### src/hdl/rca_pkg.sv
package rca_pkg;

   localparam int FUNC_W   = 2;
   localparam int COUNT_W  = 7;
   localparam int CORE_W   = 6;
   localparam int STATUS_W = 2;
   localparam int BCNT_W   = 8;

   typedef logic [FUNC_W-1:0]   func_type;
   typedef logic [STATUS_W-1:0] status_type;
   typedef logic [COUNT_W-1:0]  count_type;
   typedef logic [CORE_W-1:0]   core_type;
   typedef logic [BCNT_W-1:0]   bcnt_type;

   localparam func_type FUNC_ALLOC   = 2'd0;
   localparam func_type FUNC_BIND    = 2'd1;
   localparam func_type FUNC_RELEASE = 2'd2;
   localparam func_type FUNC_CLEAR   = 2'd3;

   localparam status_type ST_GRANT = 2'd0;
   localparam status_type ST_SHORT = 2'd1;
   localparam status_type ST_ACK   = 2'd2;

   localparam bcnt_type  BCNT_MAX   = 8'd255;
   localparam count_type INDEX_SPAN = 7'd64;
   localparam count_type CORES_RST  = 7'd64;

endpackage

### src/hdl/rca_req_if.sv
interface rca_req_if;
   logic                valid;
   logic                ready;
   rca_pkg::func_type   func;
   rca_pkg::count_type  count;
   rca_pkg::core_type   core;

   modport source (output valid, output func, output count, output core, input ready);
   modport sink   (input valid, input func, input count, input core, output ready);
endinterface

### src/hdl/rca_rsp_if.sv
interface rca_rsp_if;
   logic                valid;
   logic                ready;
   rca_pkg::status_type status;
   rca_pkg::core_type   core_res;
   logic                last;

   modport source (output valid, output status, output core_res, output last, input ready);
   modport sink   (input valid, input status, input core_res, input last, output ready);
endinterface

### src/hdl/rca_ram.sv
module rca_ram #(
   parameter int WIDTH = 8,
   parameter int DEPTH = 64,
   localparam int ADDR_W = (DEPTH > 1) ? $clog2(DEPTH) : 1
) (
   input  logic                  clock,
   input  logic                  we,
   input  logic [ADDR_W-1:0]     waddr,
   input  logic [WIDTH-1:0]      wdata,
   input  logic                  re,
   input  logic [ADDR_W-1:0]     raddr,
   output logic [WIDTH-1:0]      rdata
);
   logic [WIDTH-1:0] mem [DEPTH];
   logic [WIDTH-1:0] rdata_ff;

   always_ff @(posedge clock) begin
      if (we) begin
         mem[waddr] <= wdata;
      end
      if (re) begin
         rdata_ff <= mem[raddr];
      end
   end

   assign rdata = rdata_ff;
endmodule

### src/hdl/refcounted_core_allocator.sv
// Core allocator with one 8-bit binding count per core, held in a single-port-read RAM.
// One transaction is handled at a time; req_ch.ready is high only while the sequencer is idle.
// An allocate reads one count per cycle through the RAM read port, held while the result
// channel stalls a grant: a counting pass over cores 0 to limit-1, then a grant pass that
// rescans them and grants free cores in order. A short allocate answers after the counting
// pass; a zero-core allocate answers at once. Bind, release and release-with-reset take a
// read-modify-write, then hand the acknowledgment to the output register; a core at or
// above limit is acknowledged with no write. Counts read as zero until a core is first
// written (one flip-flop valid bit per core), so no clearing pass follows reset.
// limit is the smallest of cores_present, MAX_CORES and 64.
module refcounted_core_allocator #(
   parameter int MAX_CORES = 64
) (
   input  logic                    clock,
   input  logic                    reset,
   input  logic                    csr_we,
   input  logic [6:0]              csr_wdata,
   rca_req_if.sink                 req_ch,
   rca_rsp_if.source               rsp_ch
);
   localparam int ADDR_W = (MAX_CORES > 1) ? $clog2(MAX_CORES) : 1;
   localparam int SPAN_I = (MAX_CORES < 64) ? MAX_CORES : 64;
   localparam rca_pkg::count_type SPAN = rca_pkg::COUNT_W'(SPAN_I);

   localparam logic [2:0] S_IDLE   = 3'd0;
   localparam logic [2:0] S_COUNT  = 3'd1;
   localparam logic [2:0] S_GRANT  = 3'd2;
   localparam logic [2:0] S_RMW_RD = 3'd3;
   localparam logic [2:0] S_RMW_WR = 3'd4;
   localparam logic [2:0] S_REPLY  = 3'd5;

   logic [2:0]              state_ff, state_in;
   rca_pkg::count_type      cores_ff;
   rca_pkg::count_type      limit;
   rca_pkg::count_type      issue_ff, issue_in;
   logic                    p_vld_ff, p_vld_in;
   rca_pkg::core_type       p_idx_ff, p_idx_in;
   rca_pkg::count_type      nfree_ff, nfree_in;
   rca_pkg::count_type      k_ff, k_in;
   rca_pkg::count_type      want_ff, want_in;
   rca_pkg::core_type       core_ff, core_in;
   rca_pkg::func_type       func_ff, func_in;
   rca_pkg::status_type     reply_ff, reply_in;
   logic [MAX_CORES-1:0]    valid_ff, valid_in;
   logic                    rd_vld_ff;

   logic                    out_vld_ff, out_vld_in;
   rca_pkg::status_type     out_status_ff, out_status_in;
   rca_pkg::core_type       out_core_ff, out_core_in;
   logic                    out_last_ff, out_last_in;

   logic                    ram_we, ram_re;
   logic [ADDR_W-1:0]       ram_waddr, ram_raddr;
   rca_pkg::bcnt_type       ram_wdata, ram_rdata;
   rca_pkg::bcnt_type       cur_cnt;
   logic                    entry_free;
   logic                    out_free;
   logic                    req_take;
   logic                    grant_load;
   logic                    grant_last;
   logic                    stall;

   assign limit      = (cores_ff < SPAN) ? cores_ff : SPAN;
   assign cur_cnt    = rd_vld_ff ? ram_rdata : '0;
   assign entry_free = (cur_cnt == '0);
   assign out_free   = !out_vld_ff || rsp_ch.ready;
   assign req_take   = req_ch.valid && req_ch.ready;

   assign req_ch.ready    = (state_ff == S_IDLE);
   assign rsp_ch.valid    = out_vld_ff;
   assign rsp_ch.status   = out_status_ff;
   assign rsp_ch.core_res = out_core_ff;
   assign rsp_ch.last     = out_last_ff;

   assign stall      = p_vld_ff && entry_free && !out_free;
   assign grant_load = (state_ff == S_GRANT) && p_vld_ff && entry_free && out_free;
   assign grant_last = (k_ff + 7'd1 == want_ff);

   always_comb begin
      state_in      = state_ff;
      issue_in      = issue_ff;
      p_vld_in      = p_vld_ff;
      p_idx_in      = p_idx_ff;
      nfree_in      = nfree_ff;
      k_in          = k_ff;
      want_in       = want_ff;
      core_in       = core_ff;
      func_in       = func_ff;
      reply_in      = reply_ff;
      valid_in      = valid_ff;
      out_vld_in    = out_vld_ff && !rsp_ch.ready;
      out_status_in = out_status_ff;
      out_core_in   = out_core_ff;
      out_last_in   = out_last_ff;
      ram_we        = 1'b0;
      ram_re        = 1'b0;
      ram_waddr     = ADDR_W'(core_ff);
      ram_raddr     = ADDR_W'(issue_ff);
      ram_wdata     = cur_cnt;

      case (state_ff)
         S_IDLE: begin
            if (req_take) begin
               want_in  = req_ch.count;
               core_in  = req_ch.core;
               func_in  = req_ch.func;
               issue_in = '0;
               p_vld_in = 1'b0;
               nfree_in = '0;
               k_in     = '0;
               reply_in = rca_pkg::ST_ACK;
               if (req_ch.func == rca_pkg::FUNC_ALLOC) begin
                  state_in = (req_ch.count == '0) ? S_REPLY : S_COUNT;
               end else if (rca_pkg::COUNT_W'(req_ch.core) < limit) begin
                  state_in = S_RMW_RD;
               end else begin
                  state_in = S_REPLY;
               end
            end
         end
         S_COUNT: begin
            if (p_vld_ff && entry_free) begin
               nfree_in = nfree_ff + 7'd1;
            end
            if (issue_ff < limit) begin
               ram_re   = 1'b1;
               p_vld_in = 1'b1;
               p_idx_in = issue_ff[rca_pkg::CORE_W-1:0];
               issue_in = issue_ff + 7'd1;
            end else begin
               p_vld_in = 1'b0;
               if (!p_vld_ff) begin
                  // counting pass drained: decide on the final tally
                  if (nfree_ff < want_ff) begin
                     reply_in = rca_pkg::ST_SHORT;
                     state_in = S_REPLY;
                  end else begin
                     issue_in = '0;
                     state_in = S_GRANT;
                  end
               end
            end
         end
         S_GRANT: begin
            if (grant_load) begin
               out_vld_in    = 1'b1;
               out_status_in = rca_pkg::ST_GRANT;
               out_core_in   = p_idx_ff;
               out_last_in   = grant_last;
               k_in          = k_ff + 7'd1;
            end
            if (grant_load && grant_last) begin
               p_vld_in = 1'b0;
               state_in = S_IDLE;
            end else if (!stall) begin
               // hold the RAM output while a grant waits for the output register
               if (issue_ff < limit) begin
                  ram_re   = 1'b1;
                  p_vld_in = 1'b1;
                  p_idx_in = issue_ff[rca_pkg::CORE_W-1:0];
                  issue_in = issue_ff + 7'd1;
               end else begin
                  p_vld_in = 1'b0;
               end
            end
         end
         S_RMW_RD: begin
            ram_re    = 1'b1;
            ram_raddr = ADDR_W'(core_ff);
            state_in  = S_RMW_WR;
         end
         S_RMW_WR: begin
            case (func_ff)
               rca_pkg::FUNC_BIND: begin
                  ram_wdata = (cur_cnt == rca_pkg::BCNT_MAX) ? cur_cnt : cur_cnt + 8'd1;
               end
               rca_pkg::FUNC_RELEASE: begin
                  ram_wdata = (cur_cnt == '0) ? cur_cnt : cur_cnt - 8'd1;
               end
               default: begin
                  ram_wdata = '0;
               end
            endcase
            ram_we                      = 1'b1;
            valid_in[ADDR_W'(core_ff)]  = 1'b1;
            state_in                    = S_REPLY;
         end
         S_REPLY: begin
            if (out_free) begin
               out_vld_in    = 1'b1;
               out_status_in = reply_ff;
               out_core_in   = '0;
               out_last_in   = 1'b1;
               state_in      = S_IDLE;
            end
         end
         default: begin
            state_in = S_IDLE;
         end
      endcase
   end

   always_ff @(posedge clock) begin
      if (reset) begin
         state_ff   <= S_IDLE;
         cores_ff   <= rca_pkg::CORES_RST;
         valid_ff   <= '0;
         out_vld_ff <= 1'b0;
         p_vld_ff   <= 1'b0;
         issue_ff   <= '0;
         nfree_ff   <= '0;
         k_ff       <= '0;
      end else begin
         state_ff   <= state_in;
         valid_ff   <= valid_in;
         out_vld_ff <= out_vld_in;
         p_vld_ff   <= p_vld_in;
         issue_ff   <= issue_in;
         nfree_ff   <= nfree_in;
         k_ff       <= k_in;
         if (csr_we) begin
            cores_ff <= csr_wdata;
         end
      end
   end

   always_ff @(posedge clock) begin
      p_idx_ff      <= p_idx_in;
      want_ff       <= want_in;
      core_ff       <= core_in;
      func_ff       <= func_in;
      reply_ff      <= reply_in;
      out_status_ff <= out_status_in;
      out_core_ff   <= out_core_in;
      out_last_ff   <= out_last_in;
      if (ram_re) begin
         rd_vld_ff <= valid_ff[ram_raddr];
      end
   end

   rca_ram #(
      .WIDTH (rca_pkg::BCNT_W),
      .DEPTH (MAX_CORES)
   ) u_counts (
      .clock (clock),
      .we    (ram_we),
      .waddr (ram_waddr),
      .wdata (ram_wdata),
      .re    (ram_re),
      .raddr (ram_raddr),
      .rdata (ram_rdata)
   );

   a_busy_after_take: assert property (@(posedge clock) disable iff (reset)
      req_take |=> (state_ff != S_IDLE))
      else $error("sequencer idle right after taking a request");

   a_nfree_bound: assert property (@(posedge clock) disable iff (reset)
      (state_ff == S_COUNT) |-> (nfree_ff <= issue_ff))
      else $error("free tally exceeds cores scanned");

   a_grant_in_range: assert property (@(posedge clock) disable iff (reset)
      grant_load |-> (rca_pkg::COUNT_W'(p_idx_ff) < limit) && (k_ff < want_ff))
      else $error("grant beyond limit or beyond requested count");

   a_grant_stall_holds: assert property (@(posedge clock) disable iff (reset)
      ((state_ff == S_GRANT) && stall) |=> $stable(p_idx_ff) && $stable(k_ff))
      else $error("grant pipeline moved during output stall");

endmodule

### src/flat_wrapper.sv
// flat-port wrapper written by rule: the top's interface ports become plain ports
module refcounted_core_allocator_flat 
#(
   parameter int MAX_CORES = 64
)
  (clock, reset, csr_we, csr_wdata, req_ch_valid, req_ch_func, req_ch_count, req_ch_core, req_ch_ready, rsp_ch_valid, rsp_ch_status, rsp_ch_core_res, rsp_ch_last, rsp_ch_ready);
  rca_req_if req_ch_i ();
  rca_rsp_if rsp_ch_i ();
  input  logic clock;
  input  logic reset;
  input  logic csr_we;
  input  logic [6:0] csr_wdata;
  input wire logic [$bits(req_ch_i.valid)-1:0] req_ch_valid;
  input wire logic [$bits(req_ch_i.func)-1:0] req_ch_func;
  input wire logic [$bits(req_ch_i.count)-1:0] req_ch_count;
  input wire logic [$bits(req_ch_i.core)-1:0] req_ch_core;
  output wire logic [$bits(req_ch_i.ready)-1:0] req_ch_ready;
  output wire logic [$bits(rsp_ch_i.valid)-1:0] rsp_ch_valid;
  output wire logic [$bits(rsp_ch_i.status)-1:0] rsp_ch_status;
  output wire logic [$bits(rsp_ch_i.core_res)-1:0] rsp_ch_core_res;
  output wire logic [$bits(rsp_ch_i.last)-1:0] rsp_ch_last;
  input wire logic [$bits(rsp_ch_i.ready)-1:0] rsp_ch_ready;
  assign req_ch_i.valid = req_ch_valid;
  assign req_ch_i.func = req_ch_func;
  assign req_ch_i.count = req_ch_count;
  assign req_ch_i.core = req_ch_core;
  assign req_ch_ready = req_ch_i.ready;
  assign rsp_ch_valid = rsp_ch_i.valid;
  assign rsp_ch_status = rsp_ch_i.status;
  assign rsp_ch_core_res = rsp_ch_i.core_res;
  assign rsp_ch_last = rsp_ch_i.last;
  assign rsp_ch_i.ready = rsp_ch_ready;
  refcounted_core_allocator #(.MAX_CORES(MAX_CORES)) u_core (.clock(clock), .reset(reset), .csr_we(csr_we), .csr_wdata(csr_wdata), .req_ch(req_ch_i), .rsp_ch(rsp_ch_i));
endmodule
### config.mk
export PLATFORM = sky130hd
export DESIGN_NAME = refcounted_core_allocator_flat
export DESIGN_NICKNAME = d
export VERILOG_FILES = /design/src/hdl/rca_pkg.sv /design/src/hdl/rca_req_if.sv /design/src/hdl/rca_rsp_if.sv /design/src/hdl/rca_ram.sv /design/src/hdl/refcounted_core_allocator.sv /design/src/flat_wrapper.sv
export SDC_FILE = /design/constraint.sdc
export NUM_CORES = 1
export LEC_CHECK = 0
export BUFFER_PORTS_ARGS = -buffer_cell sky130_fd_sc_hd__buf_2
export CORE_UTILIZATION = 25
export DETAILED_ROUTE_END_ITERATION = 16
export HOLD_SLACK_MARGIN = 0.02
export RECOVER_POWER = 25
export SLEW_MARGIN = 25
export SYNTH_ARGS = -nofsm -noshare
export SYNTH_HDL_FRONTEND = slang
export SYNTH_HIERARCHICAL = 1
export SYNTH_SLANG_ARGS = --single-unit
### constraint.sdc
create_clock -name clock -period 15.5 [get_ports clock]
set_input_delay 1.55 -clock clock [delete_from_list [all_inputs] [get_ports clock]]
set_output_delay 1.55 -clock clock [all_outputs]
set_load 0.01 [all_outputs]
==> results.json <==
{
  "utilization": 0.2869,
  "nFillCells": 10640,
  "wl_per_cell_um": 19.78,
  "cts.sinks": 650,
  "cts_buffer_depth": 3,
  "finalNetCount": 1795,
  "clk_pin_slew_ns": 0.06,
  "yosysSeqAreaShare": 0.6852,
  "dp.cells": 3082,
  "wl_um": 63210,
  "syn_nets": 1756,
  "slew_headroom": -1.536,
  "end_kind": "flop",
  "violations": "max-capacitance violations, max-slew violations",
  "reg2regPathDepth": 5,
  "grt_max_degree": 87,
  "min_from": "u_core/valid_ff[12]$_SDFFE_PP0P_",
  "rr_endpoint": "u_core/u_counts/mem[39][1]$_DFFE_PP_",
  "p_clk_frac": 0.320,
  "power_frac_comb": 0.202,
  "synth_top_flop_cell": "edfxtp_1",
  "num_antenna_cells": 0,
  "slew_viol_final": 217,
  "async_flop_share": 0,
  "ir_drop_v": 0.0001126,
  "drtIter0Drc": 1540,
  "antenna_found_initial": 1,
  "gp_congestion": 0.8114,
  "max_freq_mhz": 188.0,
  "post_cts_buffers": 0,
  "synth.cell_area_sq_um": 27070,
  "coreArea_sq_um": 107200,
  "dr.pass1.iters": 8,
  "dpl.hpwl_um": 38770,
  "swShare": 0.2822,
  "yosysWarnings": 6,
  "pin_count": 38,
  "holdBufCountCts": 0,
  "setup_violations": 0,
  "synth-edff-count": 553,
  "fin_ws_ns": 10.18,
  "cp-start-kind": "flop",
  "syn_area_per_cell_sq_um": 15.89,
  "numCtsBuffers": 61,
  "die_h_um": 331.1,
  "fin_crit_sh": 0.3431,
  "dp_slack_ns": 10.68,
  "crit_start": "u_core/state_ff[2]$_SDFFE_PP0P_",
  "cp-endpoint": "u_core/u_counts/mem[39][1]$_DFFE_PP_",
  "via_count": 15240,
  "clk_latency_ns": 0.65,
  "rr_startpoint": "u_core/state_ff[2]$_SDFFE_PP0P_",
  "port-buffer-count": 37,
  "setup_tns_ns": 0,
  "status": "finished with violations",
  "die_x_um": 331.1,
  "crit_type": "flop to flop",
  "cap_violations": 3,
  "drc": 0,
  "gr-usage-all-layers": 0.1138,
  "critical_path_arrival_ns": 5.31,
  "grt_pass1_wl_um": 95320,
  "drive_above_1_share": 0.1579,
  "rows": 120,
  "worst-path-max-fanout": 64,
  "hp-class": "flop to flop",
  "cts.htree.levels": 2,
  "worst-slew-pin-transition_ns": 3.804,
  "ys_ff_latch": 650,
  "hold_violations": 0,
  "internal-power_mw": 3.279,
  "synthToLayoutAreaGrowth_pct": 13.62,
  "netlist_instances": 1704,
  "rsz0062_at_grt": "no",
  "switching_power_mw": 1.289,
  "overflow": 0,
  "power_density_nw_per_um2": 148.5,
  "pwr-share-seq": 0.478,
  "yosys.cell_types.count": 69,
  "finClkSkew_ns": 0.03133,
  "leakage_nw": 9.545,
  "cts_tree": "done",
  "die_area_sq_um": 109600,
  "final_cell_mix": "edfxtp_1, nor2_1, mux4_2, a21oi_1, dfxtp_1",
  "layout_commonest_cell": "edfxtp_1",
  "finalNonFillerCells": 3195,
  "worst_ep_required_time_ns": 15.49,
  "reg2reg_setup_slack_ns": 10.18,
  "start_util": 0.2525,
  "period_needed_ns": 5.318,
  "postRouteAntennaNets": 0,
  "ctsResizeCount": 0,
  "root_buffer": "clkbuf_16",
  "grt_pass1_vias": 15090,
  "p_total_mw": 4.568,
  "viasPerCell": 4.771
}
## state kept, by name (all words and copies together), names as in the netlist, 3 cells and up
register                count
u_core/rsp_ch.core_res      6
u_core/p_idx_ff             6
u_core/k_ff                 7
u_core/want_ff              7
u_core/u_counts/mem       512
u_core/nfree_ff             7
u_core/core_ff              6
u_core/valid_ff            64
u_core/state_ff             3
u_core/u_counts/rdata       8
u_core/cores_ff             7
u_core/issue_ff             7
## final cells by class
cell class / count / area (sq um) / area share
Clock inverter: 42 / 381.6 / 0.01241
Sequential cell: 650 / 18550 / 0.6031
Inverter: 23 / 90.09 / 0.002929
Tap cell: 1403 / 1755 / 0.05708
Timing Repair Buffer: 63 / 350.3 / 0.01139
Multi-Input combinational cell: 944 / 8070 / 0.2624
Clock buffer: 70 / 1560 / 0.05073
## logic make-up (layout without fill, tap and decap cells)
kind of cell             Yosys count  in the layout  share of synthesized area
flip-flops                       650            650                     0.6852
AND/OR/NAND/NOR                  423            423                    0.07289
AO/OA/AOI/OAI                    238            238                    0.05579
multiplexers                     236            236                     0.1466
buffers and inverters            110            198                    0.02089
adder cells (fa/ha/maj)           25             25                    0.01156
XOR/XNOR                          22             22                   0.007118
## worst max-delay path, cell delays in order, from the launching register on
cell and delay, ns:
dfxtp_1 0.66, nand2_1 0.44, inv_1 0.79, nand2b_1 0.39, o22ai_4 0.20, clkbuf_1 2.12
## per-layer routing
metal,wire [um],GRT usage,up-vias
li1,-,-,6745
met5,0,0,-
met3,4908,0.02490,114
met2,29620,0.1836,590
met1,27360,0.1550,7795
met4,1317,0.02852,0
## cell usage after synthesis (7+ instances only)
master,n,area [sq um]
edfxtp_1,553,16610
nor2_1,196,735.7
mux4_2,126,2838
a21oi_1,99,495.5
dfxtp_1,97,1942
mux2i_1,90,900.9
nand2_1,77,289.0
clkbuf_1,42,157.7
o21ai_0,30,150.1
nand3_1,26,130.1
ha_1,25,312.8
inv_1,21,78.83
nor2b_1,21,131.4
nor3_1,21,105.1
mux2_2,19,214.0
o22ai_1,19,118.9
nand2b_1,16,100.1
buf_2,15,75.07
buf_4,13,97.59
xnor2_1,12,105.1
and2_1,11,68.82
or3_1,10,62.56
xor2_1,10,87.58
buf_1,8,30.03
nand4_1,8,50.05
o221ai_1,8,70.07
a21o_1,7,52.55
a221oi_1,7,61.31
and3_1,7,43.79
buf_6,7,78.83
## metrics by stage
step | area [sq um] | hold slack, ns
detailed placement | 28840 | 0.4533
floorplan | 27070 | 0.4313
finish | 30760 | 0.4704
global placement | 28840 | 0.4464
global route | 30760 | 0.4857
CTS | 30790 | 0.4696
## worst min-delay path by stage
stage / to / slack (ns) / cells past startpoint
6_report: u_core/valid_ff[12]$_SDFFE_PP0P_ / 0.47 / 2
5_1_grt: u_core/valid_ff[0]$_SDFFE_PP0P_ / 0.49 / 2
4_1_cts: u_core/valid_ff[0]$_SDFFE_PP0P_ / 0.47 / 2
3_5_place_dp: u_core/valid_ff[0]$_SDFFE_PP0P_ / 0.45 / 2
3_3_place_gp: u_core/valid_ff[61]$_SDFFE_PP0P_ / 0.45 / 2
2_1_floorplan: u_core/valid_ff[35]$_SDFFE_PP0P_ / 0.43 / 2
## power groups by stage
stage	combinational (mW)	clock, mW	sequential (mW)
global route	0.998	1.56	2.19
detailed placement	0.928	0	2.21
global placement	0.902	0	2.21
finish	0.922	1.46	2.18
floorplan	0.689	0	2.18
CTS	0.932	1.50	2.17
Note: power is estimated with default switching activity, not from simulation.
